`config.mk`:
```
export PLATFORM = sky130hd
export DESIGN_NAME = fid_vid_transition_sequencer
export DESIGN_NICKNAME = d
export VERILOG_FILES = /design/src/sv/fvts_pkg.sv /design/src/sv/fid_vid_transition_sequencer.sv /design/src/sv/fvts_core.sv
export SDC_FILE = /design/constraint.sdc
export NUM_CORES = 1
export LEC_CHECK = 0
export BUFFER_PORTS_ARGS = -buffer_cell sky130_fd_sc_hd__buf_2
export CORE_ASPECT_RATIO = 1.75
export CORE_UTILIZATION = 40
export CTS_CLUSTER_DIAMETER = 80
export DETAILED_ROUTE_END_ITERATION = 10
export GPL_ROUTABILITY_DRIVEN = 0
export SKIP_LAST_GASP = 1
export SLEW_MARGIN = 10
export SYNTH_ARGS = -nofsm -noshare
export SYNTH_HDL_FRONTEND = slang
export SYNTH_SLANG_ARGS = --single-unit
```
`constraint.sdc`:
```
create_clock -name clk -period 10.2 [get_ports clk]
set_input_delay 2.04 -clock clk [delete_from_list [all_inputs] [get_ports clk]]
set_output_delay 2.04 -clock clk [all_outputs]
set_load 0.05 [all_outputs]
```
`src/sv/fvts_pkg.sv`:
```
// Shared types, constants and the portal table for the fid/vid transition sequencer.
package fvts_pkg;

  // Field widths
  localparam int FID_W  = 6;
  localparam int VID_W  = 6;
  localparam int STEP_W = 4;

  // Configuration port
  localparam int CFG_ADDR_W = 1;
  localparam int CFG_DATA_W = 4;
  localparam logic [CFG_ADDR_W-1:0] CFG_FINE_STEP = 1'b0;
  localparam logic [CFG_ADDR_W-1:0] CFG_MAX_STEPS = 1'b1;
  localparam logic [STEP_W-1:0]     MAX_STEPS_RESET = 4'd8;

  // Item codes
  localparam logic ACT_START  = 1'b0;
  localparam logic ACT_STATUS = 1'b1;
  localparam logic KIND_WRITE = 1'b0;
  localparam logic KIND_DONE  = 1'b1;

  // Fid limits and the portal region boundary
  localparam logic [FID_W-1:0] PORTAL_EDGE    = 6'h18;
  localparam logic [FID_W:0]   FID_CAP        = 7'((25 - 4) * 2);
  localparam logic [FID_W-1:0] FALLBACK_LIMIT = 6'((10 - 4) * 2);
  localparam logic [FID_W:0]   BOTTOM_OFFSET  = 7'(5 * 2);

  // Portal table: 13 x 13, row = goal/2, column = current/2
  localparam int PORTAL_DIM = 13;
  localparam int PORTAL_DEPTH = PORTAL_DIM * PORTAL_DIM;
  localparam logic [4:0] MISS = 5'h1f;
  localparam logic [4:0] PORTAL_ROM [PORTAL_DEPTH] = '{
    5'd0,  MISS,  MISS,  MISS,  5'd0,  5'd0,  5'd9,  5'd10, 5'd11, 5'd12, 5'd13, 5'd14, 5'd15,
    MISS,  5'd0,  MISS,  MISS,  MISS,  5'd5,  5'd5,  5'd5,  5'd11, 5'd12, 5'd13, 5'd14, 5'd15,
    MISS,  MISS,  5'd0,  MISS,  MISS,  MISS,  MISS,  5'd6,  5'd6,  5'd6,  5'd13, 5'd14, 5'd15,
    MISS,  MISS,  MISS,  5'd0,  MISS,  MISS,  MISS,  MISS,  MISS,  5'd7,  5'd7,  5'd7,  5'd15,
    5'd8,  MISS,  MISS,  MISS,  5'd0,  5'd8,  5'd9,  5'd10, 5'd11, 5'd12, 5'd13, 5'd14, 5'd15,
    5'd9,  5'd9,  MISS,  MISS,  5'd9,  5'd0,  5'd9,  5'd10, 5'd11, 5'd12, 5'd13, 5'd14, 5'd15,
    5'd9,  5'd10, MISS,  MISS,  5'd9,  5'd10, 5'd0,  5'd10, 5'd11, 5'd12, 5'd13, 5'd14, 5'd15,
    5'd9,  5'd11, 5'd11, MISS,  5'd9,  5'd10, 5'd11, 5'd0,  5'd11, 5'd12, 5'd13, 5'd14, 5'd15,
    5'd9,  5'd11, 5'd12, MISS,  5'd9,  5'd10, 5'd11, 5'd12, 5'd0,  5'd12, 5'd13, 5'd14, 5'd15,
    5'd9,  5'd11, 5'd13, 5'd13, 5'd9,  5'd10, 5'd11, 5'd12, 5'd13, 5'd0,  5'd13, 5'd14, 5'd15,
    5'd9,  5'd11, 5'd13, 5'd14, 5'd9,  5'd10, 5'd11, 5'd12, 5'd13, 5'd14, 5'd0,  5'd14, 5'd15,
    5'd9,  5'd11, 5'd13, 5'd15, 5'd9,  5'd10, 5'd11, 5'd12, 5'd13, 5'd14, 5'd15, 5'd0,  5'd15,
    5'd9,  5'd11, 5'd13, 5'd15, 5'd9,  5'd10, 5'd11, 5'd12, 5'd13, 5'd14, 5'd15, 5'd16, 5'd0
  };

  typedef enum logic [1:0] {
    PH_IDLE,
    PH_MAXVID,
    PH_STEP,
    PH_FINAL
  } phase_t;

  typedef struct packed {
    logic             action;
    logic [FID_W-1:0] req_fid;
    logic [VID_W-1:0] req_vid;
    logic [FID_W-1:0] now_fid;
    logic [VID_W-1:0] now_vid;
    logic [FID_W-1:0] top_fid;
    logic [FID_W-1:0] bottom_fid;
    logic [VID_W-1:0] top_vid;
    logic             pending;
  } item_t;

  typedef struct packed {
    logic             kind;
    logic [FID_W-1:0] out_fid;
    logic [VID_W-1:0] out_vid;
    logic             long_wait;
    logic             fid_failed;
    logic             vid_failed;
  } result_t;

  typedef struct packed {
    logic              fine_step_enable;
    logic [STEP_W-1:0] max_steps;
  } cfg_t;

  // Portal lookup; both halves are below 12 when used, so the index stays in range
  function automatic logic [4:0] portal_lookup(logic [3:0] goal_half, logic [3:0] cur_half);
    logic [7:0] idx;
    idx = 8'(goal_half) * 8'(PORTAL_DIM) + 8'(cur_half);
    if (idx < 8'(PORTAL_DEPTH)) begin
      return PORTAL_ROM[idx];
    end
    return MISS;
  endfunction

endpackage

```
`src/sv/fid_vid_transition_sequencer.sv`:
```
// Top level: stream ports, configuration registers, input and result registers.
//
// One beat is accepted per clock while the output is not stalled. A beat lands in the
// input register and is decided by the sequencer core in the next cycle when the output is free,
// at the same edge that loads the result register and raises out_tvalid. The rate of
// one beat per cycle, while not stalled, is set by the core's state update. The input side
// keeps accepting while a result waits on a stalled output, up to the one beat the input
// register holds. Start beats (tuser = 0) always give a result and restart the sequence, or end
// it at once when now matches req; status beats (tuser = 1) with pending set, or while idle, give no result.
module fid_vid_transition_sequencer
  import fvts_pkg::*;
(
  input  logic                  clk,
  input  logic                  rst_n,
  // input stream
  input  logic                  in_tvalid,
  output logic                  in_tready,
  // [5:0] req_fid, [11:6] req_vid, [17:12] now_fid, [23:18] now_vid,
  // [29:24] top_fid, [35:30] bottom_fid, [41:36] top_vid, [42] pending, [47:43] zero
  input  logic [47:0]           in_tdata,
  // [0] action
  input  logic                  in_tuser,
  // result stream
  output logic                  out_tvalid,
  input  logic                  out_tready,
  // [5:0] out_fid, [11:6] out_vid, [12] long_wait, [13] fid_failed,
  // [14] vid_failed, [15] zero
  output logic [15:0]           out_tdata,
  // [0] kind
  output logic                  out_tuser,
  // configuration
  input  logic                  cfg_we,
  input  logic [CFG_ADDR_W-1:0] cfg_addr,
  input  logic [CFG_DATA_W-1:0] cfg_wdata
);

  cfg_t    cfg_r;
  item_t   item_r;
  logic    in_v_r;
  result_t res_r;
  logic    out_v_r;
  logic    proc;
  logic    res_valid;
  result_t res;

  // Configuration registers
  always_ff @(posedge clk) begin
    if (!rst_n) begin
      cfg_r.fine_step_enable <= 1'b0;
      cfg_r.max_steps        <= MAX_STEPS_RESET;
    end else if (cfg_we) begin
      case (cfg_addr)
        CFG_FINE_STEP: cfg_r.fine_step_enable <= cfg_wdata[0];
        CFG_MAX_STEPS: cfg_r.max_steps        <= cfg_wdata[STEP_W-1:0];
        default: ;
      endcase
    end
  end

  // Handshake: the held beat is decided when the result slot is free or draining
  assign proc      = in_v_r && (!out_v_r || out_tready);
  assign in_tready = !in_v_r || proc;

  // Input register
  always_ff @(posedge clk) begin
    if (!rst_n) begin
      in_v_r <= 1'b0;
    end else if (in_tready) begin
      in_v_r <= in_tvalid;
    end
  end

  always_ff @(posedge clk) begin
    if (in_tready && in_tvalid) begin
      item_r.action     <= in_tuser;
      item_r.req_fid    <= in_tdata[5:0];
      item_r.req_vid    <= in_tdata[11:6];
      item_r.now_fid    <= in_tdata[17:12];
      item_r.now_vid    <= in_tdata[23:18];
      item_r.top_fid    <= in_tdata[29:24];
      item_r.bottom_fid <= in_tdata[35:30];
      item_r.top_vid    <= in_tdata[41:36];
      item_r.pending    <= in_tdata[42];
    end
  end

  fvts_core u_core (
    .clk       (clk),
    .rst_n     (rst_n),
    .proc      (proc),
    .item      (item_r),
    .cfg       (cfg_r),
    .res_valid (res_valid),
    .res       (res)
  );

  // Result register
  always_ff @(posedge clk) begin
    if (!rst_n) begin
      out_v_r <= 1'b0;
    end else if (proc) begin
      out_v_r <= res_valid;
    end else if (out_tready) begin
      out_v_r <= 1'b0;
    end
  end

  always_ff @(posedge clk) begin
    if (proc && res_valid) begin
      res_r <= res;
    end
  end

  assign out_tvalid = out_v_r;
  assign out_tuser  = res_r.kind;
  assign out_tdata  = {1'b0, res_r.vid_failed, res_r.fid_failed, res_r.long_wait,
                       res_r.out_vid, res_r.out_fid};

  // A held beat that is not decided stays held
  a_hold_item: assert property (@(posedge clk) disable iff (!rst_n)
    in_v_r && !proc |=> in_v_r)
    else $error("input beat dropped without being decided");

  // A waiting result is never overwritten
  a_no_overwrite: assert property (@(posedge clk) disable iff (!rst_n)
    out_v_r && !out_tready |-> !proc)
    else $error("result register overwritten while stalled");

endmodule

```
`src/sv/fvts_core.sv`:
```
// Sequencer state and the combinational next-step decision for each beat.
module fvts_core
  import fvts_pkg::*;
(
  input  logic    clk,
  input  logic    rst_n,
  input  logic    proc,       // item in the input register is processed this cycle
  input  item_t   item,
  input  cfg_t    cfg,
  output logic    res_valid,
  output result_t res
);

  phase_t            phase_r, phase_nxt;
  logic [FID_W-1:0]  fid_now_r, fid_now_nxt;
  logic [VID_W-1:0]  vid_now_r, vid_now_nxt;
  logic [FID_W-1:0]  fid_goal_r, fid_goal_nxt;
  logic [VID_W-1:0]  vid_goal_r, vid_goal_nxt;
  logic [FID_W-1:0]  fid_limit_r, fid_limit_nxt;
  logic [STEP_W-1:0] steps_left_r, steps_left_nxt;

  // Stepping decision inputs
  logic [FID_W-1:0]  cur;
  logic [VID_W-1:0]  vid_cur;
  logic              up;
  logic [FID_W-2:0]  half_diff;
  logic [4:0]        portal_t;
  logic [FID_W:0]    step_fid;   // one bit wider so a step past 63 fails the limit check
  logic              step_ok;
  logic [FID_W:0]    bottom_lim;
  logic [FID_W-1:0]  lim;

  // State registers
  always_ff @(posedge clk) begin
    if (!rst_n) begin
      phase_r      <= PH_IDLE;
      fid_now_r    <= '0;
      vid_now_r    <= '0;
      fid_goal_r   <= '0;
      vid_goal_r   <= '0;
      fid_limit_r  <= '0;
      steps_left_r <= '0;
    end else if (proc) begin
      phase_r      <= phase_nxt;
      fid_now_r    <= fid_now_nxt;
      vid_now_r    <= vid_now_nxt;
      fid_goal_r   <= fid_goal_nxt;
      vid_goal_r   <= vid_goal_nxt;
      fid_limit_r  <= fid_limit_nxt;
      steps_left_r <= steps_left_nxt;
    end
  end

  // Current pair as seen by the step decision
  always_comb begin
    cur     = (phase_r == PH_STEP) ? item.now_fid : fid_now_r;
    vid_cur = (phase_r == PH_MAXVID) ? item.now_vid : vid_now_r;
  end

  // Next fid: 200 MHz step, portal table, or 100 MHz step
  always_comb begin
    up        = cur < fid_goal_r;
    half_diff = up ? (fid_goal_r[FID_W-1:1] - cur[FID_W-1:1])
                   : (cur[FID_W-1:1] - fid_goal_r[FID_W-1:1]);
    portal_t  = portal_lookup(fid_goal_r[4:1], cur[4:1]);
    step_fid  = '0;
    step_ok   = 1'b1;
    if (cur == fid_goal_r || steps_left_r == '0) begin
      step_ok = 1'b0;
    end else if (half_diff == 5'd1 || fid_goal_r >= PORTAL_EDGE || cur >= PORTAL_EDGE) begin
      step_fid = up ? {1'b0, cur} + 7'd2 : {1'b0, cur} - 7'd2;
    end else if (half_diff > 5'd1) begin
      if (portal_t == MISS) begin
        step_ok = 1'b0;
      end else if (portal_t == 5'd0) begin
        step_fid = {1'b0, fid_goal_r};
      end else begin
        step_fid = {1'b0, portal_t - 5'd4, 1'b0};
      end
    end else if (cfg.fine_step_enable) begin
      step_fid = {1'b0, cur} + 7'd1;
    end else begin
      step_ok = 1'b0;
    end
    if (step_ok && step_fid > {1'b0, fid_limit_r}) begin
      step_ok = 1'b0;
    end
  end

  // Fid limit clamp for a start beat
  always_comb begin
    bottom_lim = {1'b0, item.bottom_fid} + BOTTOM_OFFSET;
    if ({1'b0, item.top_fid} < FID_CAP) begin
      lim = item.top_fid;
    end else if (bottom_lim < FID_CAP) begin
      lim = bottom_lim[FID_W-1:0];
    end else begin
      lim = FALLBACK_LIMIT;
    end
  end

  // Next state and result
  always_comb begin
    phase_nxt      = phase_r;
    fid_now_nxt    = fid_now_r;
    vid_now_nxt    = vid_now_r;
    fid_goal_nxt   = fid_goal_r;
    vid_goal_nxt   = vid_goal_r;
    fid_limit_nxt  = fid_limit_r;
    steps_left_nxt = steps_left_r;
    res_valid      = 1'b0;
    res            = '0;

    if (item.action == ACT_START) begin
      res_valid = 1'b1;
      if (item.now_fid == item.req_fid && item.now_vid == item.req_vid) begin
        phase_nxt   = PH_IDLE;
        res.kind    = KIND_DONE;
        res.out_fid = item.req_fid;
        res.out_vid = item.req_vid;
      end else begin
        fid_limit_nxt  = lim;
        fid_goal_nxt   = item.req_fid;
        vid_goal_nxt   = item.req_vid;
        fid_now_nxt    = item.now_fid;
        vid_now_nxt    = item.now_vid;
        steps_left_nxt = cfg.max_steps;
        phase_nxt      = PH_MAXVID;
        res.kind       = KIND_WRITE;
        res.out_fid    = item.now_fid;
        res.out_vid    = item.top_vid;
      end
    end else if (phase_r != PH_IDLE && !item.pending) begin
      res_valid = 1'b1;
      case (phase_r)
        PH_MAXVID, PH_STEP: begin
          fid_now_nxt = cur;
          vid_now_nxt = vid_cur;
          if (cur != fid_goal_r && steps_left_r != '0) begin
            steps_left_nxt = steps_left_r - 4'd1;
          end
          res.kind = KIND_WRITE;
          if (step_ok) begin
            phase_nxt     = PH_STEP;
            res.out_fid   = step_fid[FID_W-1:0];
            res.out_vid   = vid_cur;
            res.long_wait = 1'b1;
          end else begin
            phase_nxt   = PH_FINAL;
            res.out_fid = cur;
            res.out_vid = vid_goal_r;
          end
        end
        PH_FINAL: begin
          vid_now_nxt    = item.now_vid;
          phase_nxt      = PH_IDLE;
          res.kind       = KIND_DONE;
          res.out_fid    = fid_now_r;
          res.out_vid    = item.now_vid;
          res.fid_failed = fid_now_r != fid_goal_r;
          res.vid_failed = item.now_vid != vid_goal_r;
        end
        default: begin
          res_valid = 1'b0;
        end
      endcase
    end
  end

  // A control write never carries fail flags
  a_write_no_fail: assert property (@(posedge clk) disable iff (!rst_n)
    res_valid && res.kind == KIND_WRITE |-> !res.fid_failed && !res.vid_failed)
    else $error("fail flag set on a control write");

  // A long wait only goes with a fid step
  a_long_wait_step: assert property (@(posedge clk) disable iff (!rst_n)
    proc && res_valid && res.long_wait |-> phase_nxt == PH_STEP)
    else $error("long wait without a fid step");

  // Status beats while idle make no result
  a_idle_silent: assert property (@(posedge clk) disable iff (!rst_n)
    phase_r == PH_IDLE && item.action == ACT_STATUS |-> !res_valid)
    else $error("result from a status beat while idle");

  // The step budget never grows during a sequence
  a_budget_down: assert property (@(posedge clk) disable iff (!rst_n)
    proc && item.action == ACT_STATUS |=> steps_left_r <= $past(steps_left_r))
    else $error("step budget grew on a status beat");

endmodule
```
-- After elaboration in Yosys (flattened, before gate mapping)
Memory sizes are Yosys's and may differ from the RTL's.
Cells that the tools add are included.
- memories kept: 1
- bits in registers: 103
- bits in latches: 0
- output and inout bits: 19
- bits in read-only memories: 1280
- RAM bits: 0
- word-level logic and storage cells: 151
- input bits: 59
- div/mod/pow operators: 0
- reduce and logical (&&, ||, !) cells: 31
- multipliers: 1
- add/sub/neg operators: 9
- shift-type cells: 0
- $lt $le $gt $ge: 9
- multiplexer cells: 54
- bitwise operators: 4
- equal/unequal tests: 16
- memories (name ; words ; bits a word ; read ports ; clocked after Yosys merged registers in ; wr ports ; line ; source):
    (no name shown) ; 256 ; 5 ; 1 ; 0 ; 0 ; fvts_pkg.sv:86 ; return PORTAL_ROM[idx];
- operator list (cell ; count):
    $mux W6 ; 12
    $mux W7 ; 6
    $mux W13 ; 2
    $pmux W13 S2 ; 1
    $mux W5 ; 5
    $mux W4 ; 5
    $eq A6 B6 Y1 ; 3
    $ne A6 B6 Y1 ; 3
    $mux W1 ; 16
    $mux W16 ; 1
    $ge A6 B5 Y1 const B ; 2
    $mux W12 ; 1
    $pmux W6 S2 ; 1
    $reduce_and A3 Y1 ; 4
    $sub A5 B5 Y5 ; 2
    $ge A9 B9 Y1 const B ; 1
    $not A8 Y9 ; 1
    $add A8 B4 Y8 ; 1
    $lt A8 B8 Y1 const B ; 1
    $mul A4 B4 Y8 const B ; 1
    $reduce_and A4 Y1 ; 2
    $add A6 B1 Y7 const B ; 1
    $add A6 B2 Y7 const B ; 1
    $add A6 B4 Y7 const B ; 1
    other kinds (29) ; 50

-- Depth between registers and ports, before layout
Gate-level depths: netlist (run 1).
- depth after elaboration: 22
- mapped depth: 37
- mapped depth without buffers: 34

-- Hierarchy
From an unflattened synthesis (run 1), not the netlist that was laid out.
- cells, all modules: 871
- area, all modules: 7893.8 µm²
- by module, submodules not included (module ; times used ; seq. area each (µm²) ; area each (µm²) ; cells each):
    fvts_core ; 1 ; 720.7 ; 5783.0 ; 774
    fid_vid_transition_sequencer ; 1 ; 1941.9 ; 2110.8 ; 97

-- Worst setup path after synthesis (run 1)
OpenSTA, ideal clock, no wires.
- path type: flip-flop to flip-flop
- start point: register u_core.phase_r[0]
- end point: register res_r (netlist bit out_tdata[1]), data pin
- buffers on the path: 3
- arrival: 7649 ps
- cell stages (with the launch flop): 37
- path slack: 2297 ps
- required time: 9946 ps
- setup time: 254 ps
- period minus slack after synthesis: 7903 ps
- cells stage by stage: dfxtp_1 > inv_1 > ha_1 > clkbuf_1 > mux2_2 > ha_1 > inv_1 > ha_1 > inv_1 > fa_1 > xnor2_1 > clkbuf_1 > clkbuf_1 > a21oi_1 > a311oi_1 > a31oi_1 > o21ai_0 > o311ai_0 > inv_1 > ha_1 > inv_1 > a41o_1 > or4b_1 > nor3b_4 > nor2_1 > a221oi_1 > nor3_1 > ha_1 > o21a_1 > o21a_1 > o21a_1 > o21ai_0 > nand2b_1 > a221o_1 > a211o_1 > a41oi_1 > a21bo_1
- RTL lines (element ; line ; source):
    start, declared ; fvts_core.sv:14 ; phase_t phase_r, phase_nxt;
    start signal, assigned ; fvts_core.sv:44 ; phase_r <= phase_nxt;
    end signal, assigned ; fid_vid_transition_sequencer.sv:110 ; res_r <= res;
    end, declared ; fid_vid_transition_sequencer.sv:40 ; result_t res_r;

==> results of run 1 <==
registers in the layout, summed over array words and instances (netlist names), 2 cells and up:
register,cells
u_core.vid_goal_r,6
u_core.fid_now_r,6
u_core.vid_now_r,6
u_core.fid_limit_r,6
u_core.steps_left_r,4
u_core.fid_goal_r,6
out_tdata,15
item_r,44
u_core.phase_r,2
cfg_r,5
metal layers:
metal | up-vias | GRT usage (%) | share of wire (%)
met4 | 0 | 14.49 | 5.9
met3 | 76 | 2.433 | 3.4
li1 | 3198 | - | -
met1 | 3150 | 21.57 | 36
met2 | 215 | 40.72 | 55
met5 | - | 0 | 0
power groups by stage:
stage / combinational [mW] / clock, mW / sequential (mW)
final: 0.300 / 0.339 / 0.473
after global routing: 0.328 / 0.360 / 0.475
after CTS: 0.297 / 0.348 / 0.473
after detailed placement: 0.295 / 0 / 0.482
after global placement: 0.294 / 0 / 0.482
after floorplan: 0.215 / 0 / 0.482
synth_stat cells, drive strengths merged (5+ instances only):
cell    number  area, um2
o221ai      13      113.9
inv         48      180.2
and2         8      50.05
o211ai       9      67.56
ha          65      813.3
nor3        17      85.08
a221o        5      50.05
nand2       62      235.2
nand3       19      95.09
a211oi       9      90.08
a22oi        6      45.04
buf         19      100.1
edfxtp      60       1802
nor2        51      191.4
o211a        7      70.07
clkbuf      27      101.4
a21o        11      82.58
fa           5      100.1
mux2i       48      480.5
a31oi        9      56.30
a21boi       8      60.06
nor4         6      37.54
or2          6      37.54
xnor2       15      131.4
mux2         8      90.09
o21ai       40      200.2
o21a        10      75.07
nor2b       45      281.5
o31ai        7      52.55
a21oi       42      214.0
dfxtp       43      860.8
nand2b      11      68.82
xor2        25      226.5
tightest hold or removal path: stages (launching register included):
cell	delay, ps
dfxtp_1	310
nand2_1	50
a21boi_0	60
per-stage QoR:
stage | worst slack (ps) | cells | util, % | area, um2
after global routing | 563.5 | 1139 | 45.68 | 8770
after detailed placement | 1135 | 1123 | 44.17 | 8479
after floorplan | 2297 | 840 | - | 7874
after CTS | 1124 | 1139 | 45.68 | 8770
after global placement | 1199 | 1123 | 44.17 | 8479
final | 990.6 | 1139 | 45.68 | 8770
kinds of logic (layout without fill, tap and decap cells):
| group | Yosys count | count (layout) | share of synthesized area (%) |
|---|---|---|---|
| multiplexers | 59 | 59 | 8.104 |
| other | 1 | 1 | 0.04763 |
| XOR/XNOR | 40 | 40 | 4.545 |
| buffers and inverters | 94 | 152 | 4.847 |
| adder cells (fa/ha/maj) | 70 | 70 | 11.60 |
| flip-flops | 103 | 103 | 33.82 |
| AND/OR/NAND/NOR | 243 | 243 | 15.57 |
| AO/OA/AOI/OAI | 230 | 230 | 21.47 |
final timing paths:
kind                   to  depth (start not counted)               from
max reg2reg  out_tdata[4]                         33  u_core.phase_r[0]
min reg2reg      cfg_r[1]                          2           cfg_r[1]
max          out_tdata[4]                         33  u_core.phase_r[0]
min              cfg_r[1]                          2           cfg_r[1]
cell type report:
cell class	count	area (um2)
Multi-Input combinational cell	643	4852
Inverter	48	180.2
Fill cell	1886	10430
Clock inverter	6	61.31
Tap cell	241	301.5
Timing Repair Buffer	88	483.0
Clock buffer	10	229.0
Sequential cell	103	2663
==> results.md, run 1 <==
- Status: finished clean
- Netlist cell types: 81
- Vias per inst: around 5.8
- CP arrival: roughly 9300 ps
- GR Util All Layers: around 22%
- Comb pwr share: 27.0%
- Ports: a little under 80
- Initial Util: a little over 40%
- Worst skew pair latency: roughly 350 ps
- Hold crit path type: reg -> reg
- DP Wirelength: between 15 and 20 mm
- Routed wire length: ~21 mm
- Core Area: 19200 um2
- Switch Pwr: 0.3471 mW
- Setup crit start kind: register
- Period minus WS final: between 9000 and 10000 ps
- Iteration-0 DRC count of the detailed router: roughly 320
- Cts hold-fix bufs: 0
- GR Overflow Total: 0
- Switching portion of total power: ~31%
- Post-synth EDFFs: 60
- Final worst path period share: 90.29%
- WHS: about 470 ps
- Fin. Hold Viols: 0
- Most common cell after layout, fill and taps aside: buf_2
- TritonCTS clock tree: yes
- Fmax: roughly 0.11 GHz
- CP top delay family: compound AO/OA/AOI/OAI gates
- Peak supply drop: approximately 130 uV
- Main synth FF type: edfxtp_1
- Worst-path clk slew: about 70 ps
- Most frequent cells in the layout: 71 x buf_2, 65 x ha_1, 61 x nand2_1, 60 x edfxtp_1, 51 x nor2_1
- Required time of the critical path: just over 10000 ps
- Antenna viol nets, final: 0
- Yosys reg bits: ~100
- Cell count after synthesis: 840
- First-pass GRT wire length: 33.82 mm
- Largest stage delay, worst path: between 600 and 700 ps
- Layout net count: 1022
- CP max FO: 15
- Die width: between 100 and 150 um
- Largest net degree at the start of global routing: between 50 and 60
- Total power draw: roughly 1.1 mW
- Post-CTS Setup Inserts: 0
- Int Pwr: ~0.76 mW
- Clock root cell: clkbuf_16
- Reg power frac: between 40 and 50%
- Setup slack, reg-to-reg: roughly 990 ps
- Power Density: 126.8 nW/um2
- H-Tree Depth: 3
- Max-slew violation count: 0
- Die area: between 20000 and 25000 um2
- Critical path's slowest cell: xor2_2
- # diodes: 0
- Setup TNS: 0 ps
- Buffers and inverters on the worst path: 5
- Drt first pass iters: 5
- Area Overhead vs Synth: 11.38%
- Longest Clk Path Bufs: 2
- Slew HR: roughly a quarter
- Num rows: 67
- Die height: ~190 um
- CTS Buf Count: 9
- PortBufs: 71
- Worst clock skew: 11.18 ps
- Leakage power: about 3.6 nW
- Antenna violations before repair: 0
- Sequential-to-total area share from yosys stat: 33.82%
- Ratio of cells with drive above 1 in the final layout: around 15%
- Slew @ Worst Pin: about 1100 ps
- TritonCTS Sinks: ~100
- Mapped Area: around 8000 um2
- Clk pwr share: 30.5%
- Setup Viol. Count Final: 0
- Post-synthesis async set-or-reset flop share: 0%
- Number of remaining DRC errors: 0
- Unrepaired setup endpoints after global routing: no
- Max-cap violations: 0
- Post-synth net total: approximately 970
- Via count: approximately 6.6k
- Post-cts resize count: 0
- Vias in the first global route: 6610
- WS Path Type: reg -> reg
- Routed WL per cell: between 15 and 20 um
- Worst setup EP type: register
- Syn avg cell area: around 9.4 um2
- Yosys warning count: 0
Note: power is estimated with default switching activity, not from simulation.
==> run 2: changes to the inputs <==
Settings changed: CORE_UTILIZATION 40 to 60, PLACE_DENSITY from default to 0.81.
==> run 2 against run 1 <==
Compared with the run above: global-route usage is 9.7 points higher; final cell count is 6.6% lower; clock power is 6.8% lower; highest routed layer unchanged; combinational power hardly changed; via count is 2.4% higher; sequential cell count stayed put; largest power group unchanged; register-to-register slack worse by 140 ps; final area is 1.6% lower; hold slack better by 5.6 ps.
==> results.md, run 2 (same netlist as run 1, synthesis figures left out) <==
- CP max FO: 18 (was 15)
- Setup crit start kind: register (unchanged)
- GR Overflow Total: 0 (unchanged)
- Max-slew violation count: 0 (unchanged)
- Multi-input logic area: 4852 um2 (unchanged)
- First-pass GRT wire length: 32.44 mm (was 33.82 mm)
- TritonCTS Sinks: 103 (unchanged)
- Slew HR: 25.49% (was 23.66%)
- Clock root cell: clkbuf_16 (unchanged)
- TritonCTS clock tree: yes (unchanged)
- CP arrival: 9440 ps (was 9290 ps)
- Routed wire length: 20.41 mm (was 21.37 mm)
- PortBufs: 71 (unchanged)
- Most common cell after layout, fill and taps aside: buf_2 (unchanged)
- Critical path's slowest cell: xnor2_2 (was xor2_2)
- Post-cts resize count: 0 (unchanged)
- # diodes: 0 (unchanged)
- Period minus WS final: 9347 ps (was 9209 ps)
- Worst clock skew: 9.214 ps (was 11.18 ps)
- GR Util All Layers: 31.40% (was 21.66%)
- Dpl cell area: 8354 um2 (was 8479 um2)
- Longest Clk Path Bufs: 2 (unchanged)
- Status: finished clean (unchanged)
- Ratio of cells with drive above 1 in the final layout: 15.01% (was 15.37%)
- WHS: 472.2 ps (was 466.6 ps)
- Peak supply drop: 144.4 uV (was 130.0 uV)
- Required time of the critical path: 10290 ps (was 10280 ps)
- Worst setup EP type: register (unchanged)
- Cts hold-fix bufs: 0 (unchanged)
- Die height: 153.5 um (was 187.6 um)
- Antenna violations before repair: 0 (unchanged)
- Post-Route Utilization: 67.07% (was 45.68%)
- Worst-path clk slew: 70 ps (about the same)
- Die width: 88.60 um (was 108.1 um)
- Number of remaining DRC errors: 0 (unchanged)
- Drt first pass iters: 5 (unchanged)
- Most frequent cells in the layout: 71 x buf_2, 65 x ha_1, 61 x nand2_1, 60 x edfxtp_1, 51 x nor2_1 (unchanged)
- Unrepaired setup endpoints after global routing: no (unchanged)
- Hold crit path type: reg -> reg (unchanged)
- Post-CTS Setup Inserts: 0 (unchanged)
- Power Density: 126.4 nW/um2 (was 126.8 nW/um2)
- Number of flip-flops in the largest register: 44 (unchanged)
- Initial Util: 61.19% (was 41.02%)
- Buffers and inverters on the worst path: 6 (was 5)
- Antenna viol nets, final: 0 (unchanged)
- Largest stage delay, worst path: 760 ps (was 670 ps)
- Cell total after placement: 1048 (was 1123)
- CP top delay family: compound AO/OA/AOI/OAI gates (unchanged)
- Fin. Hold Viols: 0 (unchanged)
- H-Tree Depth: 3 (unchanged)
- Iteration-0 DRC count of the detailed router: 557 (was 317)
- Worst skew pair latency: 350 ps (about the same)
- Vias per inst: 6.390 (was 5.829)
- WS Path Type: reg -> reg (unchanged)
- Via count: 6799 (was 6639)
- CTS Buf Count: 9 (unchanged)
- Num rows: 55 (was 67)
- # fillers: 1052 (was 1886)
- Fmax: 0.1070 GHz (was 0.1086 GHz)
- Slew @ Worst Pin: 1109 ps (was 1145 ps)
- DP Wirelength: 14.88 mm (was 16.29 mm)
- Area Overhead vs Synth: 9.614% (was 11.38%)
- Die area: 13600 um2 (was 20270 um2)
- Setup Viol. Count Final: 0 (unchanged)
- Layout net count: 1017 (was 1022)
- FF/Latch Area: 2663 um2 (unchanged)
- Vias in the first global route: 6606 (was 6610)
- Setup TNS: 0 ps (unchanged)
- Core Area: 12870 um2 (was 19200 um2)
- Cell Count, Final, Fillers Out: 1064 (was 1139)
- Ports: 78 (unchanged)
- Max-cap violations: 0 (unchanged)
- Design area: 8631 um2 (was 8770 um2)
- Top reg by flops: item_r (unchanged)
- Final worst path period share: 91.64% (was 90.29%)
- Leakage power: 3.536 nW (was 3.568 nW)
- Largest net degree at the start of global routing: 51 (unchanged)
- Routed WL per cell: 19.18 um (was 18.76 um)
==> run 2: final timing paths <==
path              cells after the start      endpoint               from  slack, ps
setup reg to reg                     34  out_tdata[1]  u_core.phase_r[0]        850
setup / recovery                     34  out_tdata[1]  u_core.phase_r[0]        850
hold reg to reg                       2      cfg_r[2]           cfg_r[2]        470
hold / removal                        2      cfg_r[2]           cfg_r[2]        470
==> run 2: layout make-up <==
cell class                      count  share of cell area [%]
Sequential cell                   103                   30.85
Multi-Input combinational cell    643                   56.22
Timing Repair Buffer               83                   5.161
Inverter                           48                   2.088
Clock buffer                       10                   2.653
Tap cell                          171                   2.479
Clock inverter                      6                  0.5509
==> run 2: power by group <==
part | internal [mW] | switching (mW)
registers | 0.458 | 0.0166
clock network | 0.167 | 0.149
logic | 0.116 | 0.184
==> run 2: worst register-to-register path, delay by kind of cell, from the launching register on <==
kind | cells | cell delay (ps)
and+or+nand+nor | 5 | 1170
buffers and inverters | 6 | 830
muxes | 1 | 510
AOI/OAI and AO/OA | 15 | 3600
xor gates and xnor gates | 1 | 760
DFF | 1 | 350
adders and majority gates | 6 | 1900
==> run 2: per-layer routing <==
layer,track usage (%),part of all wire (%),vias up
met4,23.20,7.5,0
met5,0,0,-
met2,55.05,52,322
met3,5.529,5.4,103
met1,32.20,35,3184
li1,-,-,3190
==> run 2: metrics by stage <==
step / power (mW) / worst slack (ps)
after detailed placement: 0.7711 / 1125
after global placement: 0.7655 / 1198
final: 1.091 / 853.0
after CTS: 1.085 / 1063
after floorplan: 0.6972 / 2297
after global routing: 1.135 / 389.0
==> run 3: changes to the inputs <==
Settings changed: CORE_ASPECT_RATIO 1.75 to 1.2.
==> run 3 against run 2 <==
Compared with the run above: die area decreased by 0.12%; hold slack improved by 5.7 ps; combinational power decreased by 2%; critical path depth decreased by 1; final cell count decreased by 0.75%; setup slack improved by 21 ps; maximum frequency increased by 0.23%; non-clock buffer count decreased by 1; first-iteration DRC count increased by 9.7%; utilization increased by 0.62 points; largest power group unchanged.
==> results.md, run 3 (same netlist as run 1, synthesis figures left out) <==
- Largest net degree at the start of global routing: 51 (unchanged)
- Max-cap violations: 0 (unchanged)
- Status: finished clean (unchanged)
- PortBufs: 71 (unchanged)
- CP max FO: 18 (unchanged)
- Die width: 106.6 um (was 88.60 um)
- Required time of the critical path: 10260 ps (was 10290 ps)
- Post-Route Utilization: 67.69% (was 67.07%)
- Post-cts resize count: 0 (unchanged)
- Area Overhead vs Synth: 9.391% (was 9.614%)
- Initial Util: 61.88% (was 61.19%)
- # diodes: 0 (unchanged)
- Die height: 127.5 um (was 153.5 um)
- Slew HR: 16.68% (was 25.49%)
- Longest Clk Path Bufs: 2 (unchanged)
- Top reg by flops: item_r (unchanged)
- Worst setup EP type: register (unchanged)
- Hold crit path type: reg -> reg (unchanged)
- Multi-input logic area: 4852 um2 (unchanged)
- Setup TNS: 0 ps (unchanged)
- Via count: 6746 (was 6799)
- Drt first pass iters: 7 (was 5)
- CP arrival: 9390 ps (was 9440 ps)
- Worst clock skew: 4.781 ps (was 9.214 ps)
- WHS: 478.0 ps (was 472.2 ps)
- Cell mode on critical path: inv_1
- Routed wire length: 19.36 mm (was 20.41 mm)
- Iteration-0 DRC count of the detailed router: 611 (was 557)
- Ports: 78 (unchanged)
- Max-slew violation count: 0 (unchanged)
- Total power draw: 1.083 mW (was 1.091 mW)
- Fmax: 0.1072 GHz (was 0.1070 GHz)
- Post-CTS Setup Inserts: 0 (unchanged)
- Power Density: 125.8 nW/um2 (was 126.4 nW/um2)
- Setup crit start kind: register (unchanged)
- TritonCTS Sinks: 103 (unchanged)
- Cts hold-fix bufs: 0 (unchanged)
- Ratio of cells with drive above 1 in the final layout: 14.91% (was 15.01%)
- Antenna violations before repair: 0 (unchanged)
- Vias per inst: 6.388 (was 6.390)
- GR Util All Layers: 29.04% (was 31.40%)
- Metal-1 WL: 7.688 mm (was 7.145 mm)
- # fillers: 1008 (was 1052)
- Routed WL per cell: 18.33 um (was 19.18 um)
- Fin. Hold Viols: 0 (unchanged)
- Number of remaining DRC errors: 0 (unchanged)
- WS Path Type: reg -> reg (unchanged)
- Num rows: 45 (was 55)
- Largest stage delay, worst path: 740 ps (was 760 ps)
- Period minus WS final: 9326 ps (was 9347 ps)
- Die area: 13590 um2 (was 13600 um2)
- Vias in the first global route: 6584 (was 6606)
- Most common cell after layout, fill and taps aside: buf_2 (unchanged)
- Leakage power: 3.540 nW (was 3.536 nW)
- H-Tree Depth: 3 (unchanged)
- Met2 wire len: 9.772 mm (was 10.63 mm)
- Peak supply drop: 135.0 uV (was 144.4 uV)
- Detailed-routed wire length on met3: 923 um (was 1.102 mm)
- GR Overflow Total: 0 (unchanged)
- Core Area: 12720 um2 (was 12870 um2)
- Setup Viol. Count Final: 0 (unchanged)
- Clock root cell: clkbuf_16 (unchanged)
- Worst skew pair latency: 340 ps (was 350 ps)
- Number of flip-flops in the largest register: 44 (unchanged)
- DP Wirelength: 14.01 mm (was 14.88 mm)
- TritonCTS clock tree: yes (unchanged)
- FF/Latch Area: 2663 um2 (unchanged)
- Layout net count: 1016 (was 1017)
- CTS Buf Count: 9 (unchanged)
- Final worst path period share: 91.43% (was 91.64%)
- Slew @ Worst Pin: 1250 ps (was 1109 ps)
- Top sig layer: met4 (unchanged)
- Worst-path clk slew: 70 ps (about the same)
- Critical path's slowest cell: xnor2_2 (unchanged)
- First-pass GRT wire length: 31.13 mm (was 32.44 mm)
- Most frequent cells in the layout: 71 x buf_2, 65 x ha_1, 61 x nand2_1, 60 x edfxtp_1, 51 x nor2_1 (unchanged)
- Unrepaired setup endpoints after global routing: no (unchanged)
- Antenna viol nets, final: 0 (unchanged)
-- run 3: cell types whose count changed in the layout (fill, tap and decap cells not counted), sizes merged --
cell | before | now
clkinv | 2 | 4
clkinvlp | 3 | 1
buf | 83 | 82
-- run 3: path summary, 6_finish.rpt --
kind                      from           end  slack (ps)  cells past startpoint
min reg2reg           cfg_r[1]      cfg_r[1]         480                      2
min                   cfg_r[1]      cfg_r[1]         480                      2
max          u_core.phase_r[0]  out_tdata[4]         870                     33
max reg2reg  u_core.phase_r[0]  out_tdata[4]         870                     33
-- run 3: metrics by stage --
| step | setup WS [ps] | instance area [um2] | cells |
|---|---|---|---|
| after floorplan | 2297 | 7874 | 840 |
| after global placement | 1180 | 8338 | 1040 |
| after detailed placement | 1090 | 8338 | 1040 |
| after CTS | 1030 | 8613 | 1056 |
| after global routing | 300.9 | 8613 | 1056 |
| final | 874.0 | 8613 | 1056 |
-- run 3: critical path: cells and delay by family, from the launching register on --
kind / cells / cell delay, ps
AOI/OAI and AO/OA: 15 / 3550
xor gates and xnor gates: 1 / 740
adders and majority gates: 5 / 1720
buffers and inverters: 6 / 970
DFF: 1 / 350
muxes: 1 / 510
and+or+nand+nor: 5 / 1200
-- run 3: cell type report --
| cell class | count | area share [%] |
|---|---|---|
| inverters | 48 | 2.092 |
| repair buffers | 82 | 5.084 |
| clock inverters | 6 | 0.5375 |
| flip-flops and latches | 103 | 30.91 |
| well taps | 164 | 2.382 |
| clock buffers | 10 | 2.658 |
| multi-input cells | 643 | 56.33 |
-- run 3: power breakdown --
part           internal [mW]  switching [mW]  leakage, nW
Clock                  0.167           0.148        0.134
Combinational          0.116           0.177         2.48
Sequential             0.458          0.0166        0.927
Total                  0.741           0.342         3.54
-- run 3: metal layers --
| metal | global-route usage, % | vias to the layer above |
|---|---|---|
| li1 | - | 3200 |
| met1 | 33.65 | 3162 |
| met4 | 18.45 | 0 |
| met2 | 51.35 | 300 |
| met3 | 2.551 | 84 |
| met5 | 0 | - |
